[config.mk]
export PLATFORM = sky130hd
export DESIGN_NAME = sapu_outq
export DESIGN_NICKNAME = d
export VERILOG_FILES = /design/src/sapu_pkg.sv /design/src/sapu_outq.sv
export SDC_FILE = /design/constraint.sdc
export NUM_CORES = 1
export LEC_CHECK = 0
export ABC_CLOCK_PERIOD_IN_PS = 13900
export BUFFER_PORTS_ARGS = -buffer_cell sky130_fd_sc_hd__buf_2
export CAP_MARGIN = 20
export CORE_MARGIN = 2
export CORE_UTILIZATION = 60
export DETAILED_ROUTE_END_ITERATION = 10
export GPL_ROUTABILITY_DRIVEN = 0
export PLACE_DENSITY = 0.93
export SLEW_MARGIN = 5
export SYNTH_ARGS = -nofsm -noshare
export SYNTH_HDL_FRONTEND = slang
export SYNTH_SLANG_ARGS = --single-unit
[constraint.sdc]
create_clock -name i_clk -period 13.9 [get_ports i_clk]
set_input_delay 2.085 -clock i_clk [delete_from_list [all_inputs] [get_ports i_clk]]
set_output_delay 2.085 -clock i_clk [all_outputs]
set_load 0.01 [all_outputs]
[src/sapu_pkg.sv]
package sapu_pkg;

    typedef enum logic [1:0] {
        KIND_VALUE,
        KIND_SBYTE,
        KIND_SEND,
        KIND_STATUS
    } t_kind;

    typedef enum logic [1:0] {
        CAT_SENSOR,
        CAT_BINARY,
        CAT_EVENT,
        CAT_OTHER
    } t_cat;

    typedef enum logic [2:0] {
        ST_OK,
        ST_UNKNOWN_ID,
        ST_TRUNCATED,
        ST_BAD_VERSION,
        ST_KEY_MISMATCH,
        ST_ENCRYPTED,
        ST_EMPTY
    } t_status;

    localparam logic REG_VERSION = 1'b0;
    localparam logic REG_KEY     = 1'b1;

    localparam logic [2:0] VERSION_RESET = 3'd2;
    localparam int         ENC_BIT       = 0;

    localparam logic [7:0] ID_BIN_LO = 8'h15;
    localparam logic [7:0] ID_BIN_HI = 8'h2D;
    localparam logic [7:0] ID_TEXT   = 8'h53;
    localparam logic [7:0] ID_RAW    = 8'h54;

    typedef struct packed {
        logic [2:0] version;
        logic       key;
    } t_cfg;

    typedef struct packed {
        logic       found;
        t_cat       cat;
        logic [2:0] len;
        logic       sgn;
        logic [1:0] negexp;
    } t_obj_info;

    typedef struct packed {
        t_kind              kind;
        logic [7:0]         id;
        t_cat               cat;
        logic signed [32:0] raw;
        logic signed [2:0]  dexp;
        logic [4:0]         idx;
        logic [7:0]         sbyte;
        logic [7:0]         slen;
        t_status            status;
        logic               last;
    } t_result;

    function automatic t_obj_info obj_row(input t_cat cat, input logic [2:0] len,
                                          input logic sgn, input logic [1:0] negexp);
        t_obj_info r;
        r.found  = 1'b1;
        r.cat    = cat;
        r.len    = len;
        r.sgn    = sgn;
        r.negexp = negexp;
        return r;
    endfunction

    // A length of zero marks a length-prefixed string object.
    function automatic t_obj_info obj_lookup(input logic [7:0] id);
        t_obj_info r;
        r = '0;
        if (id >= ID_BIN_LO && id <= ID_BIN_HI) begin
            r = obj_row(CAT_BINARY, 3'd1, 1'b0, 2'd0);
        end else begin
            case (id)
                8'h00: r = obj_row(CAT_OTHER, 3'd1, 1'b0, 2'd0);
                8'h01, 8'h09, 8'h2E, 8'h2F, 8'h46:
                    r = obj_row(CAT_SENSOR, 3'd1, 1'b0, 2'd0);
                8'h02, 8'h08:
                    r = obj_row(CAT_SENSOR, 3'd2, 1'b1, 2'd2);
                8'h03, 8'h06, 8'h07, 8'h14, 8'h44:
                    r = obj_row(CAT_SENSOR, 3'd2, 1'b0, 2'd2);
                8'h04, 8'h05, 8'h0B:
                    r = obj_row(CAT_SENSOR, 3'd3, 1'b0, 2'd2);
                8'h0A, 8'h42, 8'h4B:
                    r = obj_row(CAT_SENSOR, 3'd3, 1'b0, 2'd3);
                8'h0C, 8'h43, 8'h49, 8'h51, 8'h52:
                    r = obj_row(CAT_SENSOR, 3'd2, 1'b0, 2'd3);
                8'h0D, 8'h0E, 8'h12, 8'h13, 8'h3D, 8'h40, 8'h48:
                    r = obj_row(CAT_SENSOR, 3'd2, 1'b0, 2'd0);
                8'h3E, 8'h50:
                    r = obj_row(CAT_SENSOR, 3'd4, 1'b0, 2'd0);
                8'h3F, 8'h45:
                    r = obj_row(CAT_SENSOR, 3'd2, 1'b1, 2'd1);
                8'h41, 8'h47, 8'h4A:
                    r = obj_row(CAT_SENSOR, 3'd2, 1'b0, 2'd1);
                8'h4C, 8'h4D, 8'h4E, 8'h4F:
                    r = obj_row(CAT_SENSOR, 3'd4, 1'b0, 2'd3);
                8'h0F, 8'h10, 8'h11:
                    r = obj_row(CAT_BINARY, 3'd1, 1'b0, 2'd0);
                8'h3A: r = obj_row(CAT_EVENT, 3'd1, 1'b0, 2'd0);
                8'h3C: r = obj_row(CAT_EVENT, 3'd2, 1'b0, 2'd0);
                ID_TEXT, ID_RAW:
                    r = obj_row(CAT_OTHER, 3'd0, 1'b0, 2'd0);
                8'hF0: r = obj_row(CAT_OTHER, 3'd2, 1'b0, 2'd0);
                8'hF1: r = obj_row(CAT_OTHER, 3'd4, 1'b0, 2'd0);
                8'hF2: r = obj_row(CAT_OTHER, 3'd3, 1'b0, 2'd0);
                default: r = '0;
            endcase
        end
        return r;
    endfunction

endpackage

[src/sapu_outq.sv]
module sapu_outq
    import sapu_pkg::*;
(
    input  logic       i_clk,
    input  logic       i_rst_n,
    input  logic [1:0] i_push_cnt,
    input  t_result    i_res0,
    input  t_result    i_res1,
    output logic       o_full,
    output logic       o_valid,
    input  logic       i_stall,
    output t_result    o_res
);

    localparam int DEPTH = 4;
    localparam int AW    = $clog2(DEPTH);

    t_result        r_q [DEPTH];
    logic [AW-1:0]  r_head;
    logic [AW-1:0]  r_tail;
    logic [AW:0]    r_cnt;
    logic           pop;
    logic [AW-1:0]  tail_nx;

    assign pop     = (r_cnt != '0) && !i_stall;
    assign tail_nx = r_tail + 1'b1;
    assign o_full  = r_cnt > (AW+1)'(DEPTH - 2);
    assign o_valid = r_cnt != '0;
    assign o_res   = r_q[r_head];

    always_ff @(posedge i_clk) begin
        if (i_push_cnt != 2'd0) begin
            r_q[r_tail] <= i_res0;
        end
        if (i_push_cnt == 2'd2) begin
            r_q[tail_nx] <= i_res1;
        end
    end

    always_ff @(posedge i_clk) begin
        if (!i_rst_n) begin
            r_head <= '0;
            r_tail <= '0;
            r_cnt  <= '0;
        end else begin
            r_tail <= r_tail + AW'(i_push_cnt);
            if (pop) begin
                r_head <= r_head + 1'b1;
            end
            r_cnt <= r_cnt + (AW+1)'(i_push_cnt) - (AW+1)'(pop);
        end
    end

endmodule

; ---- After elaboration in Yosys (flattened, before gate mapping)
; Memories as Yosys holds them, arrays and structs flattened. A register that Yosys moved wholly into a read port is not among the register bits.
; Cells that the tools add are included.
[classes]
magnitude_cmp = 1
addsub = 5
n_reduce_logical = 4
eq_ne = 1
n_mux = 6
[ops]
columns = operator, count
row1 = "adder 2 x 1 -> 2 bit, second input constant", 2
row2 = 2-to-1 mux 1 bit, 4
row3 = 2-to-1 mux 2 bit, 2
row4 = adder 3 x 2 -> 3 bit, 1
row5 = "greater-than comparator 3 x 2 -> 1 bit, second input constant", 1
row6 = nonzero test 3 bit, 1
row7 = subtractor 3 x 1 -> 3 bit, 1
row8 = adder 2 bit, 1
row9 = "equality test 2 bit, second input constant", 1
row10 = nonzero test 2 bit, 1
row11 = logical AND 1 bit, 1
row12 = zero test 1 bit, 1
[totals]
memories = 1
wordCells = 21
ramBits = 292
in_bits = 151
out_inout_bits = 75
register_bits = 7
[memory_table]
columns = memory, depth, width, rd, rd_clocked_by_memory_dff, wr, line_no
row1 = r_q, 4, 73, 1, 1, 2, sapu_outq.sv:18  ; t_result r_q [DEPTH];

; ---- Depth between registers and ports, before layout
; Gate-level depths: netlist of the first run.
[depth]
ltp_word = 4
ltp_mapped = 9
mapped_depth_nobuf = 9

; ---- Least setup slack after synthesis of the first run
; Ideal clock, no wire load.
[synth_path]
path_kind = input to register
startpoint = input i_push_cnt[0]
endpoint = memory r_q[0][0] (netlist name), enable pin
stages = 2
required_time_ns = 13.288
setup_slack_ns = 5.781
arrival_time_ns = 7.507
path_buffers = 0
setup_time_ns = 0.612
cell_sequence = nor2_1 > o31ai_1
[synth_lines]
columns = element, line_no
row1 = start: declaration, sapu_outq.sv:6  ; input logic [1:0] i_push_cnt,
row2 = end: declaration, sapu_outq.sv:18

==> results.ini, run 1 <==
[synthesis]
syn_area_um2 = 14500
syn_area_per_cell_um2 = 19.1
ys.warnings.count = 0
postSynthCellCount = 758
synth_area_leaders = edfxtp_1 61%, mux2_2 19%, mux4_2 11%
yosys.area.top_type_share = 0.606
ys_seq_area_frac = 0.618
yosys.area.top_type = edfxtp_1
syn_nets = 914
synthDistinctLibCells = 29
ys_ff_latch = 301

[timing]
fin_hold_ws_ns = 0.472
clock.fmax_ghz = 0.196
period_share = 0.366
final-setup-viol-count = 0
slew_violations = 0
period_minus_slack_ns = 5.09
hold_viol = 0
relSlewSlack = 0.339
worst_slew_pin_slew_ns = 0.992
skew_ns = 0.0110
grt_setup_unrepaired = false
tns_ns = 0

[final_layout]
fin_cells = 1333
nFillCells = 1473
synthToLayoutAreaGrowth_pct = 17.1
drive_gt1_frac = 0.599
layout_commonest_cell = edfxtp_1
final_cell_mix = 292 x edfxtp_1, 240 x mux2_2, 225 x buf_2
nNetsFinal = 1138

[placement]
portBuffers = 225
dp_hpwl_um = 17400
place_inst = 1263

[clocking]
clockBufferDepth = 3
h-tree-depth = 1
clkLatencyLatePin_ns = 0.54
hold_buffers = 0
cts_resized = 0
cts_sinks = 301
path_clk_slew_ns = 0.06
cts_setup_buffers = 0
cts_tree = built
numCtsBuffers = 31
cts_root_buf = clkbuf_16

[floorplanning]
die_area_um2 = 25400
die_height_um = 159
core-area_um2 = 23600
io_pins = 226
row_count = 56
die_width_um = 159
initial_core_util = 0.613

[grt]
grt-ovfl-total = 0
grt_max_degree = 74
grtUsageTotal = 0.239
antenna_found_initial = 11
grt_pass1_wl_um = 47400
grt_pass1_vias = 8535

[detailed_routing]
vias_per_cell = 5.99
wire_per_inst_um = 22.9
routed_wl_um = 30500
vias = 7988
ant_nets = 0
first_pass_iters = 5
drt_iter0_drc = 650
drc = 0

[worst_setup_path]
cp_max_fo = 41
crit_required_ns = 11.81
endpoint_kind = primary output
arrival_ns = 3.00
path_class = flip-flop to primary output
cp-start-kind = flip-flop

[power]
irDropWorstVdd_mv = 0.109
p_per_area_nw_per_um2 = 145
p_total_w = 0.00245
p_leak_nw = 5.91

[flow_run]
maxCapViolCount = 0

[min_path]
hold_class = flip-flop to flip-flop

[run_status]
outcome = complete, no violations

state kept, by name (all words and copies together), names as in the netlist, named ones only:
signal and count:
r_q 292, r_tail 2, r_head 2, r_cnt 3
final timing paths:
check | slack, ns | cells after the start | endpoint | start
worst min-delay path | 0.47 | 2 | flip-flop | r_head[1]
worst max register to register | 10.91 | 3 | r_q[1][33] | r_tail[1]
worst min register to register | 0.47 | 2 | flip-flop | r_head[1]
worst max-delay path | 8.81 | 3 | o_res[62] | flip-flop
synthesized netlist by cell type, drive strengths merged:
master  count
a21boi      2
a21o        2
a21oi       1
and2        5
and3b       2
buf        38
clkbuf     10
dfxtp       9
edfxtp    292
fa          1
ha          4
inv         7
mux2      292
mux2i       1
mux4       73
nand2       1
nand2b      1
nand3       1
nor2        4
nor2b       2
nor3        1
nor3b       1
nor4        1
o21ai       1
o31ai       1
or3         1
xnor2       4
layout make-up:
| type | instances | area, µm² | share of cell area |
|---|---|---|---|
| diodes | 8 | 20.0 | 0.00118 |
| inverters | 7 | 26.3 | 0.00155 |
| clock buffers | 38 | 802 | 0.0473 |
| multi-input cells | 402 | 5280 | 0.312 |
| flip-flops and latches | 301 | 8960 | 0.528 |
| clock inverters | 19 | 140 | 0.00827 |
| repair buffers | 239 | 1320 | 0.0781 |
| well taps | 319 | 399 | 0.0235 |
worst max-delay path: stages (launching register included):
cell and delay (ns):
dfxtp_4 0.91, buf_4 0.70, mux4_2 0.61, buf_2 0.16
routing by layer:
| layer | track usage | share of wire |
|---|---|---|
| met3 | 0.0477 | 0.066 |
| met5 | 0 | 0.0011 |
| met4 | 0.0603 | 0.018 |
| met2 | 0.401 | 0.51 |
| met1 | 0.327 | 0.41 |
through the flow:
| step | util | area, µm² | setup WS [ns] |
|---|---|---|---|
| 2_1_floorplan | - | 14500 | 5.78 |
| 3_3_place_gp | 0.672 | 15900 | 9.30 |
| 3_5_place_dp | 0.672 | 15900 | 9.28 |
| 4_1_cts | 0.711 | 16800 | 8.72 |
| 5_1_grt | 0.717 | 16900 | 8.57 |
| 6_report | 0.718 | 17000 | 8.81 |
kinds of logic (layout without fill, tap and decap cells):
group	count (synthesis)	count (layout)	synth area share
compound gates	7	7	0.00328
fa+ha+maj	5	5	0.00484
simple gates	20	20	0.00907
other cells	0	8	0
flops	301	301	0.618
mux	366	366	0.341
buf+inv	55	303	0.0210
xor+xnor	4	4	0.00242
power by group:
group          total [W]  leakage [nW]  switching (W)  internal (W)
combinational   0.000519          2.64       0.000256      0.000262
sequential       0.00116          2.81      0.0000474       0.00111
clock           0.000774         0.461       0.000329      0.000444
total            0.00245          5.91       0.000633       0.00182
No activity file was read; power rests on OpenSTA's default activity.
==> run 2: changes to the inputs <==
--- a/config.mk
+++ b/config.mk
@@ -5,14 +5,14 @@
 export SDC_FILE = /design/constraint.sdc
 export NUM_CORES = 1
 export LEC_CHECK = 0
-export ABC_CLOCK_PERIOD_IN_PS = 13900
+export ABC_CLOCK_PERIOD_IN_PS = 4600
 export BUFFER_PORTS_ARGS = -buffer_cell sky130_fd_sc_hd__buf_2
 export CAP_MARGIN = 20
 export CORE_MARGIN = 2
-export CORE_UTILIZATION = 60
+export CORE_UTILIZATION = 52
 export DETAILED_ROUTE_END_ITERATION = 10
 export GPL_ROUTABILITY_DRIVEN = 0
-export PLACE_DENSITY = 0.93
+export PLACE_DENSITY = 0.86
 export SLEW_MARGIN = 5
 export SYNTH_ARGS = -nofsm -noshare
 export SYNTH_HDL_FRONTEND = slang
==> constraint.sdc (replaced) <==
create_clock -name i_clk -period 4.6 [get_ports i_clk]
set_input_delay 0.69 -clock i_clk [delete_from_list [all_inputs] [get_ports i_clk]]
set_output_delay 0.69 -clock i_clk [all_outputs]
set_load 0.01 [all_outputs]
==> run 2 against run 1 <==
Compared with the run above: total power increased to 3.1 times the previous value; setup slack worse by 7.5 ns; register-to-register slack got worse by 8.8 ns; critical endpoint is now o_res[7]; first-iteration DRC count decreased by 11%; highest routed layer unchanged; non-clock buffer count is 1 higher; utilization down 9.9 points; sequential power grew to 3.0 times the previous value; clock power grew to 3.2 times the previous value; critical path depth unchanged; final area grew 0.91%; clock skew shrank 0.0037 ns.
==> results.ini, run 2 (same netlist as run 1, synthesis figures left out) <==
[final_layout]
largest_reg_flops = 292
nNetsFinal = 1139
reg.largest.list = r_q x292, r_cnt x3
drive_gt1_frac = 0.602
synthToLayoutAreaGrowth_pct = 18.1
top_register = r_q
nFillCells = 1999
layout_commonest_cell = edfxtp_1
final_cell_mix = 292 x edfxtp_1, 240 x mux2_2, 225 x buf_2

[clocking]
path_clk_slew_ns = 0.06
cts_resized = 0
cts_root_buf = clkbuf_16
hold_buffers = 0
h-tree-depth = 1
cts_setup_buffers = 0
numCtsBuffers = 31
cts_sinks = 301
cts_tree = built
clkLatencyLatePin_ns = 0.54
clockBufferDepth = 3

[power]
p_per_area_nw_per_um2 = 443
p_leak_nw = 5.95
irDropWorstVdd_mv = 0.288
p_total_w = 0.00758

[placement]
dp_hpwl_um = 18700
portBuffers = 225

[min_path]
hold_class = input port to flip-flop
hold_start = i_res0[4]

[grt]
antenna_found_initial = 8
grt_pass1_wl_um = 47900
grt-ovfl-total = 0
grt_max_degree = 74
grt_pass1_vias = 8565
grtUsageTotal = 0.216

[timing]
tns_ns = 0
relSlewSlack = 0.312
period_minus_slack_ns = 3.28
final-setup-viol-count = 0
period_share = 0.714
clock.fmax_ghz = 0.304
hold_viol = 0
grt_setup_unrepaired = false
skew_ns = 0.00726
worst_slew_pin_slew_ns = 1.03
slew_violations = 0

[worst_setup_path]
arrival_ns = 2.59
rr_startpoint = r_tail[1]
slowest_delay_ns = 0.84
cp-start-kind = flip-flop
endpoint_kind = primary output
path_delay_family = flip-flops
path_class = flip-flop to primary output
path_buf_inv = 2
path_cells = buf_12 > mux4_2 > buf_2
crit_required_ns = 3.91
cp_max_fo = 39
crit_slowest_cell = dfxtp_4

[flow_run]
maxCapViolCount = 0

[floorplanning]
row_count = 61
die_width_um = 171
io_pins = 226
core-area_um2 = 27600
initial_core_util = 0.524
die_area_um2 = 29200
die_height_um = 171

[detailed_routing]
ant_nets = 0
drt_iter0_drc = 578
routed_wl_um = 31600
drc = 0
vias = 8045
first_pass_iters = 5
wire_per_inst_um = 22.7
vias_per_cell = 5.78

[run_status]
outcome = complete, no violations

-- run 2: cell count changes in the layout (fill, tap and decap cells not counted) --
| cell | before | now |
|---|---|---|
| buf_12 | 1 | 6 |
| buf_16 | 4 | 1 |
| bufinv_16 | 2 | 5 |
| clkinv_1 | 9 | 7 |
| buf_4 | 9 | 8 |
| clkbuf_1 | 7 | 6 |
| inv_6 | 1 | 0 |
-- run 2: power breakdown --
group	internal [W]	leakage (nW)	switching (W)	total [W]
registers	0.00336	2.81	0.000170	0.00353
logic	0.000792	2.64	0.000756	0.00155
clock network	0.00151	0.494	0.00100	0.00251
total	0.00565	5.95	0.00193	0.00758
-- run 2: worst paths after layout --
check | to | slack, ns | depth (start not counted)
hold / removal | r_q[1][4] | 0.47 | 2
setup / recovery | o_res[7] | 1.32 | 3
setup reg to reg | r_q[3][22] | 2.14 | 3
hold reg to reg | flip-flop | 0.47 | 2
-- run 2: final cells by class --
type                    count  area (µm²)  share of cell area
flip-flops and latches    301        8960               0.524
multi-input cells         402        5280               0.309
repair buffers            240        1330              0.0780
clock buffers              37         798              0.0467
well taps                 378         473              0.0277
clock inverters            19         214              0.0125
inverters                   7        26.3             0.00154
diodes                      8        20.0             0.00117
-- run 2: metrics by stage --
step	cells	hold slack, ns	setup WS (ns)	utilization	instance area, µm²
6_report	1392	0.472	1.32	0.619	17100
5_1_grt	1387	0.461	1.12	0.619	17100
4_1_cts	1383	0.446	1.22	0.617	17100
3_5_place_dp	1327	0.465	1.60	0.581	16000
3_3_place_gp	1327	0.444	1.62	0.581	16000
2_1_floorplan	758	0.445	0.0640	-	14500
-- run 2: layer usage --
metal | up-vias | track usage | share of wire
met1 | 4121 | 0.276 | 0.40
met4 | 4 | 0.0671 | 0.025
met5 | - | 0 | 0.00076
met3 | 64 | 0.0428 | 0.068
met2 | 276 | 0.374 | 0.51
li1 | 3580 | - | -
==> run 3: changes to the inputs <==
--- a/config.mk
+++ b/config.mk
@@ -5,14 +5,14 @@
 export SDC_FILE = /design/constraint.sdc
 export NUM_CORES = 1
 export LEC_CHECK = 0
-export ABC_CLOCK_PERIOD_IN_PS = 4600
+export ABC_CLOCK_PERIOD_IN_PS = 3350
 export BUFFER_PORTS_ARGS = -buffer_cell sky130_fd_sc_hd__buf_2
 export CAP_MARGIN = 20
 export CORE_MARGIN = 2
-export CORE_UTILIZATION = 52
+export CORE_UTILIZATION = 57
 export DETAILED_ROUTE_END_ITERATION = 10
 export GPL_ROUTABILITY_DRIVEN = 0
-export PLACE_DENSITY = 0.86
+export PLACE_DENSITY = 0.89
 export SLEW_MARGIN = 5
 export SYNTH_ARGS = -nofsm -noshare
 export SYNTH_HDL_FRONTEND = slang
==> constraint.sdc (replaced) <==
create_clock -name i_clk -period 3.35 [get_ports i_clk]
set_input_delay 0.5025 -clock i_clk [delete_from_list [all_inputs] [get_ports i_clk]]
set_output_delay 0.5025 -clock i_clk [all_outputs]
set_load 0.01 [all_outputs]
==> run 3 against run 2 <==
Compared with the run above: final area down 0.59%; clock power up 33%; sequential power rose by 36%; worst hold slack got worse by 0.21 ns; global-route usage up 2.1 points; clock skew grew 0.0012 ns.
==> results.ini, run 3 (same netlist as run 1, synthesis figures left out) <==
[power]
irDropWorstVdd_mv = 0.491
p_leak_nw = 5.94
p_per_area_nw_per_um2 = 607
p_total_w = 0.0103

[run_status]
outcome = complete, no violations

[timing]
skew_ns = 0.00850
relSlewSlack = 0.555
tns_ns = 0
final-setup-viol-count = 0
period_minus_slack_ns = 2.79
grt_setup_unrepaired = false
setup_slack_ns = 0.562
fin_hold_ws_ns = 0.265
clock.fmax_ghz = 0.359
slew_violations = 0
hold_viol = 0
period_share = 0.832
worst_slew_pin_slew_ns = 0.667

[floorplanning]
die_height_um = 163
core-area_um2 = 25000
io_pins = 226
row_count = 58
die_width_um = 163
die_area_um2 = 26700
initial_core_util = 0.578

[placement]
portBuffers = 225
pre_cts_ws_ns = 0.788
dp_hpwl_um = 18700

[clocking]
clkLatencyLatePin_ns = 0.55
cts_resized = 0
cts_root_buf = clkbuf_16
hold_buffers = 0
cts_tree = built
path_clk_slew_ns = 0.06
numCtsBuffers = 30
h-tree-depth = 1
cts_setup_buffers = 0
cts_sinks = 301
clockBufferDepth = 3

[worst_setup_path]
arrival_ns = 2.29
crit_slowest_cell = dfxtp_4
path_cells = buf_12 > mux4_2 > buf_2
cp_max_fo = 32
cp-start-kind = flip-flop
endpoint_kind = primary output
crit_required_ns = 2.85
slowest_delay_ns = 0.63
path_class = flip-flop to primary output

[final_layout]
largest_reg_flops = 292
reg.largest.list = r_q x292, r_cnt x3
postLayoutCoreUtil = 0.679
nNetsFinal = 1140
synthToLayoutAreaGrowth_pct = 17.4
layout_commonest_cell = edfxtp_1
top_register = r_q
final_cell_mix = 292 x edfxtp_1, 240 x mux2_2, 225 x buf_2
drive_gt1_frac = 0.601

[grt]
grtUsageTotal = 0.237
antenna_found_initial = 7
grt-ovfl-total = 0
grt_max_degree = 74
grt_pass1_vias = 8728
grt_pass1_wl_um = 48200

[detailed_routing]
wl_met3_um = 2210
ant_nets = 0
vias = 8001
drt_iter0_drc = 604
first_pass_iters = 5
m1WireLength_um = 12500
highest_layer = met5
wire_per_inst_um = 23.4
drc = 0
vias_per_cell = 5.97
routed_wl_um = 31300
wl_met2_um = 16000

[flow_run]
maxCapViolCount = 0

[min_path]
hold_class = input port to flip-flop

==> run 3: area by class of cell <==
type / instances / area [µm²]
clock inverter: 16 / 170
clock buffer: 37 / 798
timing repair buffer: 242 / 1340
inverter: 7 / 26.3
multi-input combinational: 402 / 5280
antenna: 6 / 15.0
tap: 330 / 413
sequential: 301 / 8960
fill: 1636 / 8030
==> run 3: worst paths after layout <==
kind | startpoint | end | slack (ns) | cells after the start
worst max-delay path | flip-flop | o_res[7] | 0.56 | 3
worst min-delay path | i_rst_n | r_tail[1] | 0.26 | 2
worst max register to register | r_cnt[2] | r_cnt[2] | 1.03 | 9
worst min register to register | r_head[1] | flip-flop | 0.48 | 2
==> run 3: per-stage QoR <==
| step | instances | area, µm² |
|---|---|---|
| 4_1_cts | 1335 | 17000 |
| 3_3_place_gp | 1282 | 16000 |
| 6_report | 1341 | 17000 |
| 2_1_floorplan | 758 | 14500 |
| 5_1_grt | 1337 | 17000 |
| 3_5_place_dp | 1282 | 16000 |
==> run 3: report_power, final <==
part / switching [W] / leakage, nW / internal (W)
logic: 0.00108 / 2.65 / 0.00110
clock network: 0.00136 / 0.474 / 0.00198
registers: 0.000185 / 2.81 / 0.00461
==> run 3: metal layers <==
layer	track usage	vias up
met5	0	-
met4	0.0603	4
met3	0.0536	50
met2	0.404	280
met1	0.311	4087
li1	-	3580
==> run 3: worst max-delay path, delay by kind of cell, from the launching register on <==
family / cells / cell delay (ns)
mux: 1 / 0.58
buf+inv: 2 / 0.50
flops: 1 / 0.63
